$ cat config.mk
export PLATFORM = sky130hd
export DESIGN_NAME = line_follow_pid_steering
export DESIGN_NICKNAME = d
export VERILOG_FILES = /design/src/rtl/core/lfps_pkg.sv /design/src/rtl/core/line_follow_pid_steering.sv /design/src/rtl/core/lfps_serial_unit.sv
export SDC_FILE = /design/constraint.sdc
export NUM_CORES = 2
export LEC_CHECK = 0
export BUFFER_PORTS_ARGS = -buffer_cell sky130_fd_sc_hd__buf_2
export CORE_MARGIN = 2
export CORE_UTILIZATION = 46
export CTS_CLUSTER_DIAMETER = 50
export DETAILED_ROUTE_END_ITERATION = 12
export GPL_TIMING_DRIVEN = 0
export HOLD_SLACK_MARGIN = 0.02
export PLACE_DENSITY = 0.73
export SLEW_MARGIN = 10
export SYNTH_ARGS = -nofsm -noshare
export SYNTH_HDL_FRONTEND = slang
export SYNTH_SLANG_ARGS = --single-unit
$ cat constraint.sdc
create_clock -name clock -period 16.9 [get_ports clock]
set_input_delay 1.69 -clock clock [delete_from_list [all_inputs] [get_ports clock]]
set_output_delay 1.69 -clock clock [all_outputs]
set_load 0.01 [all_outputs]
$ cat src/rtl/core/lfps_pkg.sv
// shared types, constants and codes for the line follow pid steering block
// used by lfps_ram-free datapath: lfps_serial_unit and line_follow_pid_steering
`default_nettype none

package lfps_pkg;

   // default sensor width and fixed field widths
   localparam int SAMPLE_BITS_DEF = 10;
   localparam int DT_W            = 16;
   localparam int GAIN_W          = 16;
   localparam int POWER_W         = 8;
   localparam int MODE_W          = 2;
   localparam int TURN_W          = 10;
   localparam int RSP_DATA_W      = ((2 * POWER_W + 7) / 8) * 8;
   localparam int ACC_W_MIN       = 48;

   // configuration port
   localparam int CSR_INDEX_W = 3;
   localparam int CSR_DATA_W  = 16;

   localparam logic [CSR_INDEX_W-1:0] CSR_TARGET    = 3'd0;
   localparam logic [CSR_INDEX_W-1:0] CSR_BASE      = 3'd1;
   localparam logic [CSR_INDEX_W-1:0] CSR_GAIN_P    = 3'd2;
   localparam logic [CSR_INDEX_W-1:0] CSR_GAIN_I    = 3'd3;
   localparam logic [CSR_INDEX_W-1:0] CSR_GAIN_D    = 3'd4;
   localparam logic [CSR_INDEX_W-1:0] CSR_LOW_LIMIT = 3'd5;
   localparam logic [CSR_INDEX_W-1:0] CSR_HIGH_LIM  = 3'd6;

   // register reset values
   localparam int                  TARGET_RST = 500;
   localparam int                  LOW_RST    = 200;
   localparam int                  HIGH_RST   = 600;
   localparam logic signed [7:0]   BASE_RST   = 8'sd80;
   localparam logic [GAIN_W-1:0]   GAIN_P_RST = 16'd200;
   localparam logic [GAIN_W-1:0]   GAIN_I_RST = 16'd20;
   localparam logic [GAIN_W-1:0]   GAIN_D_RST = 16'd2;

   localparam logic [GAIN_W-1:0]   SCALE      = 16'd1000;
   localparam logic [DT_W-1:0]     DT_ONE     = 16'd1;

   localparam logic signed [TURN_W-1:0]  LIMIT_POS_W = 10'sd100;
   localparam logic signed [TURN_W-1:0]  LIMIT_NEG_W = -10'sd100;
   localparam logic signed [TURN_W-1:0]  TURN_SAT    = 10'sd256;
   localparam logic signed [POWER_W-1:0] POWER_POS   = 8'sd100;
   localparam logic signed [POWER_W-1:0] POWER_NEG   = -8'sd100;

   // drive mode codes
   localparam logic [MODE_W-1:0] MODE_PID  = 2'd0;
   localparam logic [MODE_W-1:0] MODE_LOW  = 2'd1;
   localparam logic [MODE_W-1:0] MODE_HIGH = 2'd2;

   typedef enum logic [0:0] {
      OP_MUL,
      OP_DIV
   } op_type;

   typedef struct packed {
      logic   start;
      op_type op;
   } unit_cmd_type;

   typedef struct packed {
      logic busy;
      logic done;
   } unit_stat_type;

   typedef enum logic [3:0] {
      ST_IDLE,
      ST_MUL_EDT,
      ST_INTEG,
      ST_MUL_P,
      ST_MUL_I,
      ST_DIV_I,
      ST_MUL_D,
      ST_MUL_K,
      ST_DIV_D,
      ST_DIV_T,
      ST_FINISH
   } state_type;

endpackage

`default_nettype wire

$ cat src/rtl/core/line_follow_pid_steering.sv
// line follow pid steering: one beat in, one beat out per light sample.
// a pid sample runs its multiplies and divides one at a time on the shared
// bit-serial unit, ACC_W = max(48, SAMPLE_BITS + 28); a spin sample runs
// only the error-times-dt multiply before its result.
// req_tready returns in the same cycle that the registered result appears on rsp_tvalid.
// synchronous active-high reset restores register defaults, clears state.
`default_nettype none

module line_follow_pid_steering #(
   parameter int SAMPLE_BITS = lfps_pkg::SAMPLE_BITS_DEF
) (
   input  wire                                 clock,
   input  wire                                 reset,
   // light_sample [SAMPLE_BITS-1:0], elapsed_ms [SAMPLE_BITS+15:SAMPLE_BITS]
   input  wire  [((SAMPLE_BITS+lfps_pkg::DT_W+7)/8)*8-1:0] req_tdata,
   input  wire                                 req_tvalid,
   output logic                                req_tready,
   // left_power [7:0], right_power [15:8]
   output logic [lfps_pkg::RSP_DATA_W-1:0]     rsp_tdata,
   // drive_mode [1:0]
   output logic [lfps_pkg::MODE_W-1:0]         rsp_tuser,
   output logic                                rsp_tvalid,
   input  wire                                 rsp_tready,
   input  wire                                 csr_wr_en,
   input  wire  [lfps_pkg::CSR_INDEX_W-1:0]    csr_index,
   input  wire  [lfps_pkg::CSR_DATA_W-1:0]     csr_wdata
);

   localparam int SB    = SAMPLE_BITS;
   localparam int DT_W  = lfps_pkg::DT_W;
   localparam int ACC_W = (SB + 28 > lfps_pkg::ACC_W_MIN) ? SB + 28 : lfps_pkg::ACC_W_MIN;
   localparam int IW    = (SB + 18 > 34) ? SB + 18 : 34;
   localparam int TW    = lfps_pkg::TURN_W;

   localparam logic signed [IW-1:0] INT_MAX = $signed({{(IW-32){1'b0}}, 32'h7FFF_FFFF});
   localparam logic signed [IW-1:0] INT_MIN = $signed({{(IW-32){1'b1}}, 32'h8000_0000});

   // configuration registers
   logic [SB-1:0]                      target_ff, low_ff, high_ff;
   logic signed [7:0]                  base_ff;
   logic [lfps_pkg::GAIN_W-1:0]        gain_p_ff, gain_i_ff, gain_d_ff;

   lfps_pkg::state_type                state_ff, state_in;
   logic                               issued_ff, issued_in;

   logic [SB-1:0]                      sample_ff, sample_in;
   logic [DT_W-1:0]                    dt_ff, dt_in;
   logic signed [SB:0]                 err_ff, err_in;
   logic signed [SB:0]                 prev_ff, prev_in;
   logic signed [SB+1:0]               deriv_ff, deriv_in;
   logic signed [31:0]                 integ_ff, integ_in;
   logic signed [ACC_W-1:0]            turn_ff, turn_in;
   logic signed [TW-1:0]               tsat_ff, tsat_in;
   logic [lfps_pkg::MODE_W-1:0]        mode_ff, mode_in;

   logic                               rsp_valid_ff, rsp_valid_in;
   logic signed [7:0]                  left_ff, left_in, right_ff, right_in;
   logic [lfps_pkg::MODE_W-1:0]        rsp_mode_ff, rsp_mode_in;

   // serial unit
   lfps_pkg::unit_cmd_type             unit_cmd;
   lfps_pkg::unit_stat_type            unit_stat;
   logic [ACC_W-1:0]                   unit_a;
   logic [lfps_pkg::GAIN_W-1:0]        unit_b;
   logic [ACC_W-1:0]                   unit_result;
   logic                               op_state;
   logic                               op_done;
   logic                               rsp_load;

   // datapath helpers
   logic [SB-1:0]                      req_sample;
   logic [DT_W-1:0]                    req_dt;
   logic signed [SB:0]                 err_neg;
   logic [SB-1:0]                      err_mag;
   logic [31:0]                        integ_neg;
   logic signed [SB+1:0]               deriv_neg;
   logic signed [ACC_W-1:0]            turn_neg;
   logic [ACC_W-1:0]                   res_neg;
   logic [IW-1:0]                      edt_ext, edt_signed, integ_ext;
   logic signed [IW-1:0]               isum;
   logic signed [31:0]                 iclamp;
   logic [lfps_pkg::MODE_W-1:0]        mode_calc;
   logic signed [TW-1:0]               tmag;
   logic signed [TW-1:0]               base_ext, lsum, rsum, lsat, rsat;

   lfps_serial_unit #(
      .ACC_W (ACC_W)
   ) u_serial (
      .clock  (clock),
      .reset  (reset),
      .cmd    (unit_cmd),
      .a_in   (unit_a),
      .b_in   (unit_b),
      .stat   (unit_stat),
      .result (unit_result)
   );

   assign op_done  = unit_stat.done && issued_ff;
   assign rsp_load = (state_ff == lfps_pkg::ST_FINISH) && (!rsp_valid_ff || rsp_tready);

   // next state
   always_comb begin
      state_in = state_ff;
      case (state_ff)
         lfps_pkg::ST_IDLE:    if (req_tvalid) state_in = lfps_pkg::ST_MUL_EDT;
         lfps_pkg::ST_MUL_EDT: if (op_done) state_in = lfps_pkg::ST_INTEG;
         lfps_pkg::ST_INTEG: begin
            if (mode_calc == lfps_pkg::MODE_PID) state_in = lfps_pkg::ST_MUL_P;
            else state_in = lfps_pkg::ST_FINISH;
         end
         lfps_pkg::ST_MUL_P:   if (op_done) state_in = lfps_pkg::ST_MUL_I;
         lfps_pkg::ST_MUL_I:   if (op_done) state_in = lfps_pkg::ST_DIV_I;
         lfps_pkg::ST_DIV_I:   if (op_done) state_in = lfps_pkg::ST_MUL_D;
         lfps_pkg::ST_MUL_D:   if (op_done) state_in = lfps_pkg::ST_MUL_K;
         lfps_pkg::ST_MUL_K:   if (op_done) state_in = lfps_pkg::ST_DIV_D;
         lfps_pkg::ST_DIV_D:   if (op_done) state_in = lfps_pkg::ST_DIV_T;
         lfps_pkg::ST_DIV_T:   if (op_done) state_in = lfps_pkg::ST_FINISH;
         lfps_pkg::ST_FINISH:  if (rsp_load) state_in = lfps_pkg::ST_IDLE;
         default:              state_in = lfps_pkg::ST_IDLE;
      endcase
   end

   // state outputs: handshake and unit operands
   always_comb begin
      req_tready  = (state_ff == lfps_pkg::ST_IDLE);
      op_state    = 1'b1;
      unit_cmd.op = lfps_pkg::OP_MUL;
      unit_a      = '0;
      unit_b      = '0;
      case (state_ff)
         lfps_pkg::ST_MUL_EDT: begin
            unit_a = ACC_W'(err_mag);
            unit_b = dt_ff;
         end
         lfps_pkg::ST_MUL_P: begin
            unit_a = ACC_W'(err_mag);
            unit_b = gain_p_ff;
         end
         lfps_pkg::ST_MUL_I: begin
            unit_a = ACC_W'(integ_ff[31] ? integ_neg : integ_ff);
            unit_b = gain_i_ff;
         end
         lfps_pkg::ST_DIV_I: begin
            unit_cmd.op = lfps_pkg::OP_DIV;
            unit_a      = unit_result;
            unit_b      = lfps_pkg::SCALE;
         end
         lfps_pkg::ST_MUL_D: begin
            unit_a = ACC_W'(deriv_ff[SB+1] ? deriv_neg[SB:0] : deriv_ff[SB:0]);
            unit_b = gain_d_ff;
         end
         lfps_pkg::ST_MUL_K: begin
            unit_a = unit_result;
            unit_b = lfps_pkg::SCALE;
         end
         lfps_pkg::ST_DIV_D: begin
            unit_cmd.op = lfps_pkg::OP_DIV;
            unit_a      = unit_result;
            unit_b      = dt_ff;
         end
         lfps_pkg::ST_DIV_T: begin
            unit_cmd.op = lfps_pkg::OP_DIV;
            unit_a      = turn_ff[ACC_W-1] ? turn_neg : turn_ff;
            unit_b      = lfps_pkg::SCALE;
         end
         default: begin
            op_state = 1'b0;
         end
      endcase
      unit_cmd.start = op_state && !issued_ff;
   end

   always_comb begin
      if (op_done) issued_in = 1'b0;
      else if (unit_cmd.start) issued_in = 1'b1;
      else issued_in = issued_ff;
   end

   // datapath
   always_comb begin
      req_sample = req_tdata[SB-1:0];
      req_dt     = req_tdata[SB+DT_W-1:SB];

      err_neg   = -err_ff;
      err_mag   = err_ff[SB] ? err_neg[SB-1:0] : err_ff[SB-1:0];
      integ_neg = -integ_ff;
      deriv_neg = -deriv_ff;
      turn_neg  = -turn_ff;
      res_neg   = -unit_result;

      // integral update, saturated to 32 bits
      edt_ext    = {{(IW-SB-DT_W){1'b0}}, unit_result[SB+DT_W-1:0]};
      edt_signed = err_ff[SB] ? -edt_ext : edt_ext;
      integ_ext  = {{(IW-32){integ_ff[31]}}, integ_ff};
      isum       = $signed(integ_ext + edt_signed);
      if (isum > INT_MAX) iclamp = 32'sh7FFF_FFFF;
      else if (isum < INT_MIN) iclamp = $signed(32'h8000_0000);
      else iclamp = isum[31:0];

      if (sample_ff < low_ff) mode_calc = lfps_pkg::MODE_LOW;
      else if (sample_ff > high_ff) mode_calc = lfps_pkg::MODE_HIGH;
      else mode_calc = lfps_pkg::MODE_PID;

      tmag = (|unit_result[ACC_W-1:8]) ? lfps_pkg::TURN_SAT : $signed({2'b00, unit_result[7:0]});

      base_ext = {{(TW-8){base_ff[7]}}, base_ff};
      lsum     = base_ext + tsat_ff;
      rsum     = base_ext - tsat_ff;
      if (lsum > lfps_pkg::LIMIT_POS_W) lsat = lfps_pkg::LIMIT_POS_W;
      else if (lsum < lfps_pkg::LIMIT_NEG_W) lsat = lfps_pkg::LIMIT_NEG_W;
      else lsat = lsum;
      if (rsum > lfps_pkg::LIMIT_POS_W) rsat = lfps_pkg::LIMIT_POS_W;
      else if (rsum < lfps_pkg::LIMIT_NEG_W) rsat = lfps_pkg::LIMIT_NEG_W;
      else rsat = rsum;

      sample_in    = sample_ff;
      dt_in        = dt_ff;
      err_in       = err_ff;
      prev_in      = prev_ff;
      deriv_in     = deriv_ff;
      integ_in     = integ_ff;
      turn_in      = turn_ff;
      tsat_in      = tsat_ff;
      mode_in      = mode_ff;
      rsp_valid_in = rsp_valid_ff && !rsp_tready;
      left_in      = left_ff;
      right_in     = right_ff;
      rsp_mode_in  = rsp_mode_ff;

      case (state_ff)
         lfps_pkg::ST_IDLE: begin
            sample_in = req_sample;
            dt_in     = (req_dt == '0) ? lfps_pkg::DT_ONE : req_dt;
            err_in    = $signed({1'b0, req_sample}) - $signed({1'b0, target_ff});
         end
         lfps_pkg::ST_INTEG: begin
            // cleared when its sign opposes the error
            if ((!err_ff[SB] && err_ff != '0 && iclamp < 0) || (err_ff[SB] && iclamp > 0))
               integ_in = '0;
            else
               integ_in = iclamp;
            deriv_in = $signed({err_ff[SB], err_ff}) - $signed({prev_ff[SB], prev_ff});
            prev_in  = err_ff;
            mode_in  = mode_calc;
         end
         lfps_pkg::ST_MUL_P: begin
            if (op_done) turn_in = $signed(err_ff[SB] ? res_neg : unit_result);
         end
         lfps_pkg::ST_DIV_I: begin
            if (op_done) turn_in = turn_ff + $signed(integ_ff[31] ? res_neg : unit_result);
         end
         lfps_pkg::ST_DIV_D: begin
            if (op_done) turn_in = turn_ff + $signed(deriv_ff[SB+1] ? res_neg : unit_result);
         end
         lfps_pkg::ST_DIV_T: begin
            if (op_done) tsat_in = turn_ff[ACC_W-1] ? -tmag : tmag;
         end
         lfps_pkg::ST_FINISH: begin
            if (rsp_load) begin
               rsp_valid_in = 1'b1;
               rsp_mode_in  = mode_ff;
               case (mode_ff)
                  lfps_pkg::MODE_LOW: begin
                     left_in  = lfps_pkg::POWER_NEG;
                     right_in = lfps_pkg::POWER_POS;
                  end
                  lfps_pkg::MODE_HIGH: begin
                     left_in  = lfps_pkg::POWER_POS;
                     right_in = lfps_pkg::POWER_NEG;
                  end
                  default: begin
                     left_in  = lsat[7:0];
                     right_in = rsat[7:0];
                  end
               endcase
            end
         end
         default: begin
            turn_in = turn_ff;
         end
      endcase
   end

   always_ff @(posedge clock) begin
      if (reset) begin
         state_ff     <= lfps_pkg::ST_IDLE;
         issued_ff    <= 1'b0;
         rsp_valid_ff <= 1'b0;
         integ_ff     <= '0;
         prev_ff      <= '0;
      end else begin
         state_ff     <= state_in;
         issued_ff    <= issued_in;
         rsp_valid_ff <= rsp_valid_in;
         integ_ff     <= integ_in;
         prev_ff      <= prev_in;
      end
      sample_ff   <= sample_in;
      dt_ff       <= dt_in;
      err_ff      <= err_in;
      deriv_ff    <= deriv_in;
      turn_ff     <= turn_in;
      tsat_ff     <= tsat_in;
      mode_ff     <= mode_in;
      left_ff     <= left_in;
      right_ff    <= right_in;
      rsp_mode_ff <= rsp_mode_in;
   end

   // configuration writes
   always_ff @(posedge clock) begin
      if (reset) begin
         target_ff <= SB'(lfps_pkg::TARGET_RST);
         base_ff   <= lfps_pkg::BASE_RST;
         gain_p_ff <= lfps_pkg::GAIN_P_RST;
         gain_i_ff <= lfps_pkg::GAIN_I_RST;
         gain_d_ff <= lfps_pkg::GAIN_D_RST;
         low_ff    <= SB'(lfps_pkg::LOW_RST);
         high_ff   <= SB'(lfps_pkg::HIGH_RST);
      end else if (csr_wr_en) begin
         case (csr_index)
            lfps_pkg::CSR_TARGET:    target_ff <= csr_wdata[SB-1:0];
            lfps_pkg::CSR_BASE:      base_ff   <= csr_wdata[7:0];
            lfps_pkg::CSR_GAIN_P:    gain_p_ff <= csr_wdata;
            lfps_pkg::CSR_GAIN_I:    gain_i_ff <= csr_wdata;
            lfps_pkg::CSR_GAIN_D:    gain_d_ff <= csr_wdata;
            lfps_pkg::CSR_LOW_LIMIT: low_ff    <= csr_wdata[SB-1:0];
            lfps_pkg::CSR_HIGH_LIM:  high_ff   <= csr_wdata[SB-1:0];
            default:                 base_ff   <= base_ff;
         endcase
      end
   end

   assign rsp_tdata  = {right_ff, left_ff};
   assign rsp_tuser  = rsp_mode_ff;
   assign rsp_tvalid = rsp_valid_ff;

   // the serial unit is never mid-operation while a new beat can be taken
   a_idle_unit: assert property (@(posedge clock) disable iff (reset)
      req_tready |-> !unit_stat.busy)
      else $error("serial unit busy while accepting a beat");

   // a finished operation always belongs to a command this sequencer issued
   a_done_issued: assert property (@(posedge clock) disable iff (reset)
      unit_stat.done |-> issued_ff)
      else $error("serial unit done without an issued command");

   a_power_range: assert property (@(posedge clock) disable iff (reset)
      rsp_tvalid |-> (left_ff >= lfps_pkg::POWER_NEG && left_ff <= lfps_pkg::POWER_POS &&
                      right_ff >= lfps_pkg::POWER_NEG && right_ff <= lfps_pkg::POWER_POS))
      else $error("motor power outside saturation range");

   a_low_spin: assert property (@(posedge clock) disable iff (reset)
      (rsp_tvalid && rsp_tuser == lfps_pkg::MODE_LOW) |->
         (left_ff == lfps_pkg::POWER_NEG && right_ff == lfps_pkg::POWER_POS))
      else $error("low spin beat carries wrong power");

endmodule

`default_nettype wire

$ cat src/rtl/core/lfps_serial_unit.sv
// bit-serial unsigned multiply (shift-add, msb of multiplier first) and
// restoring divide, one bit per cycle; depends on lfps_pkg
`default_nettype none

module lfps_serial_unit #(
   parameter int ACC_W = lfps_pkg::ACC_W_MIN
) (
   input  wire                          clock,
   input  wire                          reset,
   input  wire lfps_pkg::unit_cmd_type  cmd,
   input  wire [ACC_W-1:0]              a_in,
   input  wire [lfps_pkg::GAIN_W-1:0]   b_in,
   output lfps_pkg::unit_stat_type      stat,
   output logic [ACC_W-1:0]             result
);

   localparam int CNT_W = $clog2(ACC_W + 1);
   localparam int B_W   = lfps_pkg::GAIN_W;

   logic [ACC_W-1:0]      acc_ff, acc_in;
   logic [ACC_W-1:0]      mcand_ff, mcand_in;
   logic [B_W-1:0]        opb_ff, opb_in;
   logic [B_W-1:0]        rem_ff, rem_in;
   logic [CNT_W-1:0]      cnt_ff, cnt_in;
   lfps_pkg::op_type      op_ff, op_in;
   logic                  done_ff, done_in;
   logic [B_W:0]          rem_shift;
   logic [B_W:0]          rem_trial;

   always_comb begin
      acc_in    = acc_ff;
      mcand_in  = mcand_ff;
      opb_in    = opb_ff;
      rem_in    = rem_ff;
      cnt_in    = cnt_ff;
      op_in     = op_ff;
      done_in   = 1'b0;
      rem_shift = {rem_ff, acc_ff[ACC_W-1]};
      rem_trial = rem_shift - {1'b0, opb_ff};
      if (cmd.start) begin
         op_in    = cmd.op;
         mcand_in = a_in;
         opb_in   = b_in;
         rem_in   = '0;
         case (cmd.op)
            lfps_pkg::OP_MUL: begin
               acc_in = '0;
               cnt_in = CNT_W'(B_W);
            end
            lfps_pkg::OP_DIV: begin
               acc_in = a_in;
               cnt_in = CNT_W'(ACC_W);
            end
            default: begin
               acc_in = '0;
               cnt_in = '0;
            end
         endcase
      end else if (cnt_ff != '0) begin
         cnt_in  = cnt_ff - 1'b1;
         done_in = (cnt_ff == CNT_W'(1));
         case (op_ff)
            lfps_pkg::OP_MUL: begin
               acc_in = {acc_ff[ACC_W-2:0], 1'b0} + (opb_ff[B_W-1] ? mcand_ff : '0);
               opb_in = {opb_ff[B_W-2:0], 1'b0};
            end
            lfps_pkg::OP_DIV: begin
               // quotient bits shift in behind the dividend
               if (rem_shift >= {1'b0, opb_ff}) begin
                  rem_in = rem_trial[B_W-1:0];
                  acc_in = {acc_ff[ACC_W-2:0], 1'b1};
               end else begin
                  rem_in = rem_shift[B_W-1:0];
                  acc_in = {acc_ff[ACC_W-2:0], 1'b0};
               end
            end
            default: begin
               acc_in = acc_ff;
            end
         endcase
      end
   end

   always_ff @(posedge clock) begin
      if (reset) begin
         cnt_ff  <= '0;
         done_ff <= 1'b0;
         op_ff   <= lfps_pkg::OP_MUL;
      end else begin
         cnt_ff  <= cnt_in;
         done_ff <= done_in;
         op_ff   <= op_in;
      end
      acc_ff   <= acc_in;
      mcand_ff <= mcand_in;
      opb_ff   <= opb_in;
      rem_ff   <= rem_in;
   end

   assign stat.busy = (cnt_ff != '0);
   assign stat.done = done_ff;
   assign result    = acc_ff;

endmodule

`default_nettype wire
After elaboration in Yosys (flattened, before gate mapping)
Index checks and enable logic that the tools add are counted.
{"block": "totals", "register_bits": 398, "input_bits": 56, "output_inout_bits": 20, "wordCells": 189}
{"block": "op_classes", "addsub": 17, "magnitude_cmp": 11, "eq_ne": 30, "n_mux": 56, "bitwise": 3, "reduce_logical": 43}
{"cell": "two-way mux 48 bit", "n": 10}
{"cell": "one-hot mux 48 bit (5 select lines)", "n": 1}
{"cell": "one-hot mux 48 bit (2 select lines)", "n": 2}
{"cell": "adder 48 bit", "n": 3}
{"cell": "one-hot mux 48 bit (3 select lines)", "n": 1}
{"cell": "two-way mux 32 bit", "n": 4}
{"cell": "negation 48 bit", "n": 2}
{"cell": "one-hot mux 16 bit (5 select lines)", "n": 1}
{"cell": "two-way mux 16 bit", "n": 4}
{"cell": "two-way mux 4 bit", "n": 11}
{"cell": "one-hot mux 4 bit (11 select lines)", "n": 1}
{"cell": "OR reduction 40 bit", "n": 1}
{"cell": "adder 34 bit", "n": 1}
{"cell": "greater-than comparator 34 x 32 -> 1 bit (second input constant)", "n": 1}
{"cell": "< comparator 34 x 32 -> 1 bit (second input constant)", "n": 1}
{"cell": "two-way mux 34 bit", "n": 1}
{"cell": "negation 26 -> 34 bit", "n": 1}
{"cell": "greater-than comparator 32 x 1 -> 1 bit (second input constant)", "n": 1}
{"cell": "< comparator 32 x 1 -> 1 bit (second input constant)", "n": 1}
{"cell": "two-way mux 8 bit", "n": 4}
{"cell": "negation 32 bit", "n": 1}
{"cell": "one-hot mux 8 bit (2 select lines)", "n": 2}
{"cell": "AND reduction 2 bit", "n": 11}
{"cell": "greater-than comparator 10 x 8 -> 1 bit (second input constant)", "n": 2}
{"cell": "other kinds (49)", "n": 92}

Logic depth before layout (Yosys ltp)
{"block": "depth", "depth_word": 10, "depth_mapped": 23}

By module
A second synthesis with hierarchy kept.
{"block": "unflattened", "cells_unflattened": 3783, "area_unflattened_um2": 31086.1}
{"mod": "line_follow_pid_steering", "n_inst": 1, "cells_each": 2770, "area_per_inst_um2": 21745.9, "seq_area_each_um2": 6516.2}
{"mod": "lfps_serial_unit", "n_inst": 1, "cells_each": 1013, "area_per_inst_um2": 9340.2, "seq_area_each_um2": 3843.7}

Worst setup path before layout
No wires, ideal clock.
{"block": "synth_timing", "path_kind": "register to output", "from": "register state_ff[1]", "to": "output req_tready", "arrival_ps": 4510, "required_ps": 15210, "slack_ps": 10700, "stages_incl_launch_ff": 4, "path_cell_list": "dfxtp_1 clkbuf_1 clkbuf_1 nor4_1"}
{"block": "synth_between", "elab_chain_cells": 1}
{"item": "start, declared", "line_no": "line_follow_pid_steering.sv:43", "source": "lfps_pkg::state_type state_ff, state_in;"}
{"item": "start signal, assigned", "line_no": "line_follow_pid_steering.sv:286", "source": "state_ff <= lfps_pkg::ST_IDLE;"}
{"item": "start signal, assigned", "line_no": "line_follow_pid_steering.sv:292", "source": "state_ff <= state_in;"}
{"item": "zero test 4 bit", "line_no": "line_follow_pid_steering.sv:125", "source": "req_tready = (state_ff == lfps_pkg::ST_IDLE);"}
{"item": "end, declared", "line_no": "line_follow_pid_steering.sv:17", "source": "output logic req_tready,"}
Every way passes these cells.

Worst setup path after layout
{"block": "layout_timing", "from": "register u_serial.acc_ff[7] (netlist: u_serial.result[7])", "to": "register integ_ff[18]"}
{"block": "layout_between", "elab_chain_cells": 10, "elab_cells_between_ends": 13, "classes_between": "add/sub (2); order compare (4); mux (4); reduce/logical (3)"}
{"item": "start, declared", "line_no": "lfps_serial_unit.sv:20", "source": "logic [ACC_W-1:0] acc_ff, acc_in;"}
{"item": "start signal, assigned", "line_no": "lfps_serial_unit.sv:94", "source": "acc_ff <= acc_in;"}
{"item": "negation 26 -> 34 bit", "line_no": "line_follow_pid_steering.sv:193", "source": "edt_signed = err_ff[SB] ? -edt_ext : edt_ext;"}
{"item": "two-way mux 34 bit (*)", "line_no": "line_follow_pid_steering.sv:193"}
{"item": "adder 34 bit (*)", "line_no": "line_follow_pid_steering.sv:195", "source": "isum = $signed(integ_ext + edt_signed);"}
{"item": "< comparator 34 x 32 -> 1 bit", "line_no": "line_follow_pid_steering.sv:197", "source": "else if (isum < INT_MIN) iclamp = $signed(32'h8000_0000);"}
{"item": "two-way mux 32 bit", "line_no": "line_follow_pid_steering.sv:197"}
{"item": "two-way mux 32 bit (*)", "line_no": "line_follow_pid_steering.sv:196", "source": "if (isum > INT_MAX) iclamp = 32'sh7FFF_FFFF;"}
{"item": "< comparator 32 x 1 -> 1 bit or greater-than comparator 32 x 1 -> 1 bit (tied branches)", "line_no": "line_follow_pid_steering.sv:238", "source": "if ((!err_ff[SB] && err_ff != '0 && iclamp < 0) || (err_ff[SB] && iclamp > 0))"}
{"item": "logical AND 1 bit", "line_no": "line_follow_pid_steering.sv:238"}
{"item": "logical OR 1 bit", "line_no": "line_follow_pid_steering.sv:238"}
{"item": "two-way mux 32 bit (*)", "line_no": "line_follow_pid_steering.sv:238"}
{"item": "end signal, assigned", "line_no": "line_follow_pid_steering.sv:295", "source": "integ_ff <= integ_in;"}
{"item": "end, declared", "line_no": "line_follow_pid_steering.sv:51", "source": "logic signed [31:0] integ_ff, integ_in;"}
Mark *: on every way between the ends. The rest lies on a longest branch, timed or not.
A chain may end at the register's enable or synchronous reset.

==> impl_metrics.env <==
export IMPL_cp_arrival_ps=8200
export IMPL_worstMarginPinSlew_ps=1230
export IMPL_cp_required_ps=17440
export IMPL_fp_dieW_um=262
export IMPL_ys_seq_elements=398
export IMPL_synth_cell_types=85
export IMPL_seq_area_um2=10400
export IMPL_maxCapViolCount=0
export IMPL_drcViolationCount=0
export IMPL_place_hpwl_um=74800
export IMPL_cts_sinks=398
export IMPL_rsz0062_at_grt="false"
export IMPL_vias=28702
export IMPL_first_iter_violations=3121
export IMPL_end_kind="flip-flop"
export IMPL_std_cell_rows=94
export IMPL_finalCritPeriodShare_pct=45.4
export IMPL_cts_resized_gates=0
export IMPL_post_drt_wl_per_cell_um=20.7
export IMPL_p_per_area_nw_per_um2=213
export IMPL_final_max_slew_viol_count=0
export IMPL_io_pins=76
export IMPL_tns_ps=0
export IMPL_clock_root_buffer="clkbuf_16"
export IMPL_clk_pin_slew_ps=60
export IMPL_fp_dieH_um=262
export IMPL_finalHoldViolations=0
export IMPL_min_path_type="flip-flop to flip-flop"
export IMPL_antenna_cells=0
export IMPL_setup_viol=0
export IMPL_syn_inst=3691
export IMPL_synth_ff_type="edfxtp_1"
export IMPL_grt_ovfl_total=0
export IMPL_ant_nets=0
export IMPL_grt_max_degree=50
export IMPL_slew_limit_headroom_pct=17.7
export IMPL_viasPerCell=6.07
export IMPL_multi_input_area_um2=18800
export IMPL_gp_congestion=0.998
export IMPL_async_flop_share_pct=0
export IMPL_cts_buffers_inserted=53
export IMPL_syn_area_per_cell_um2=8.28
export IMPL_peakVddDrop_mv=0.120
export IMPL_synth_seq_area_share_pct=33.9
export IMPL_leakagePower_nw=13.5
export IMPL_coreArea_um2=65700
export IMPL_grt_usage_pct=28.0
export IMPL_area_growth_pct=11.2
export IMPL_syn_nets=3965
export IMPL_postCtsSetupRepairBufs=0
export IMPL_antenna_found_initial=0
export IMPL_firstDrtPassIters=6
export IMPL_synth_edf_count=239
export IMPL_cts_max_level=2
export IMPL_wirelength_um=98000
export IMPL_fin_crit_ps=7670
export IMPL_criticalPathCategory="flip-flop to flip-flop"
export IMPL_grt_pass1_vias=26774
export IMPL_cts_hold_buf=0
export IMPL_grt_pass1_wl_um=151000
export IMPL_syn_cell_area_um2=30600
export IMPL_dieArea_um2=68500
export IMPL_fill_cells=6141
export IMPL_clk_latency_ps=630
export IMPL_final_cell_mix="nand2_1 (508), a21oi_1 (313), o21ai_0 (285)"
export IMPL_crit_fanout=10
export IMPL_final_common_cell="nand2_1"
export IMPL_port_buffers=66
export IMPL_outcome="finished clean"
export IMPL_cts_max_path_buffers=3
export IMPL_layout_nets=4094
export IMPL_start_util_pct=46.5
export IMPL_whs_ps=455
export IMPL_max_freq_mhz=130
export IMPL_cts_tree="built"
export IMPL_skew_ps=29.0
export IMPL_yosysWarnings=0
export IMPL_cp_start_kind="flip-flop"
export IMPL_drive_above_1_share_pct=5.87
==> path summary, 6_finish.rpt <==
path	cells after the start	slack (ps)	from	endpoint
min reg2reg	2	450	prev_ff[2]	prev_ff[2]
max reg2reg	21	9230	u_serial.result[7]	integ_ff[18]
max	21	9230	u_serial.result[7]	integ_ff[18]
min	2	450	prev_ff[2]	prev_ff[2]
==> sequential cells by signal, summed over array words and instances, names as in the netlist, 10 cells and up <==
signal             count
err_ff                11
deriv_ff              12
gain_p_ff             16
u_serial.opb_ff       16
turn_ff               48
low_ff                10
high_ff               10
u_serial.rem_ff       16
target_ff             10
gain_i_ff             16
u_serial.mcand_ff     48
dt_ff                 16
u_serial.result       48
tsat_ff               10
gain_d_ff             16
sample_ff             10
integ_ff              32
prev_ff               11
==> where the power goes <==
group	total, mW	internal (mW)	leakage, nW	switching [mW]
Sequential	1.67	1.47	3.59	0.199
Combinational	4.37	1.61	8.95	2.76
Clock	1.19	0.710	0.912	0.483
Total	7.23	3.79	13.5	3.44
==> critical path, cell delays in order (launching register included) <==
cell	delay [ps]
edfxtp_1	390
clkbuf_1	290
or4_1	780
nor4_2	830
nand2b_1	220
or4_1	530
o31ai_1	300
xnor2_1	200
ha_1	350
clkbuf_1	370
nand4_1	220
o211ai_1	200
a211o_1	190
o221ai_1	190
a2111oi_0	670
o21ai_0	200
nor4_1	370
o2111ai_1	180
nor4_1	420
a21oi_2	240
buf_2	250
o21ai_0	180
==> layer usage <==
layer / part of all wire (%) / track usage, %
met1: 42 / 37.3
met2: 44 / 44.2
met3: 9.7 / 5.28
met4: 4.7 / 12.4
met5: 0 / 0
==> synthesized netlist by cell type (9+ instances only) <==
cell,count,area (um2)
a211o_1,21,184
a211oi_1,22,165
a21boi_0,12,90.1
a21o_1,94,706
a21oi_1,313,1570
a221o_1,10,100
a222oi_1,18,180
a22o_1,14,123
a22oi_1,25,188
a31oi_1,31,194
and2_1,64,400
and3_1,27,169
buf_1,19,71.3
clkbuf_1,193,724
dfxtp_1,159,3180
edfxtp_1,239,7180
ha_1,210,2630
inv_1,154,578
mux2i_1,19,190
nand2_1,509,1910
nand2b_1,46,288
nand3_1,63,315
nand3b_1,21,158
nand4_1,29,181
nor2_1,254,953
nor2b_1,37,231
nor3_1,67,335
nor4_1,27,169
o211ai_1,18,135
o21a_1,24,180
o21ai_0,286,1430
o21bai_1,22,165
o221ai_1,9,78.8
o22ai_1,22,138
o31a_1,11,96.3
o31ai_1,56,420
o41ai_1,15,131
or2_2,16,100
or3_1,41,257
or4_1,28,210
xnor2_1,172,1510
xor2_1,151,1320
==> cells by family after synthesis <==
logic type / after synthesis / synth area share [%]
AND/OR/NAND/NOR: 1258 / 19.5
AO/OA/AOI/OAI: 1097 / 22.8
flip-flops: 398 / 33.9
buffers and inverters: 373 / 4.64
XOR/XNOR: 323 / 9.26
adder cells (fa/ha/maj): 218 / 9.12
multiplexers: 24 / 0.807
==> final cells by class <==
cell class | count | share of cell area [%]
inverters | 154 | 1.70
plain buffers | 219 | 2.48
repair buffers | 74 | 1.31
well taps | 864 | 3.18
multi-input cells | 2920 | 55.4
clock buffers | 63 | 4.25
clock inverters | 37 | 1.21
flip-flops and latches | 398 | 30.5
==> metrics by stage <==
step	setup WS [ps]	utilization [%]	cells	cell area, um2	power (mW)
2_1_floorplan	10700	-	3691	30600	4.79
6_report	9230	51.7	4729	34000	7.23
3_5_place_dp	9310	48.8	4629	32100	5.91
3_3_place_gp	8250	48.6	4621	32000	5.84
5_1_grt	9020	51.7	4729	34000	7.72
4_1_cts	9240	51.7	4729	34000	7.12
Note: power is estimated with default switching activity, not from simulation.
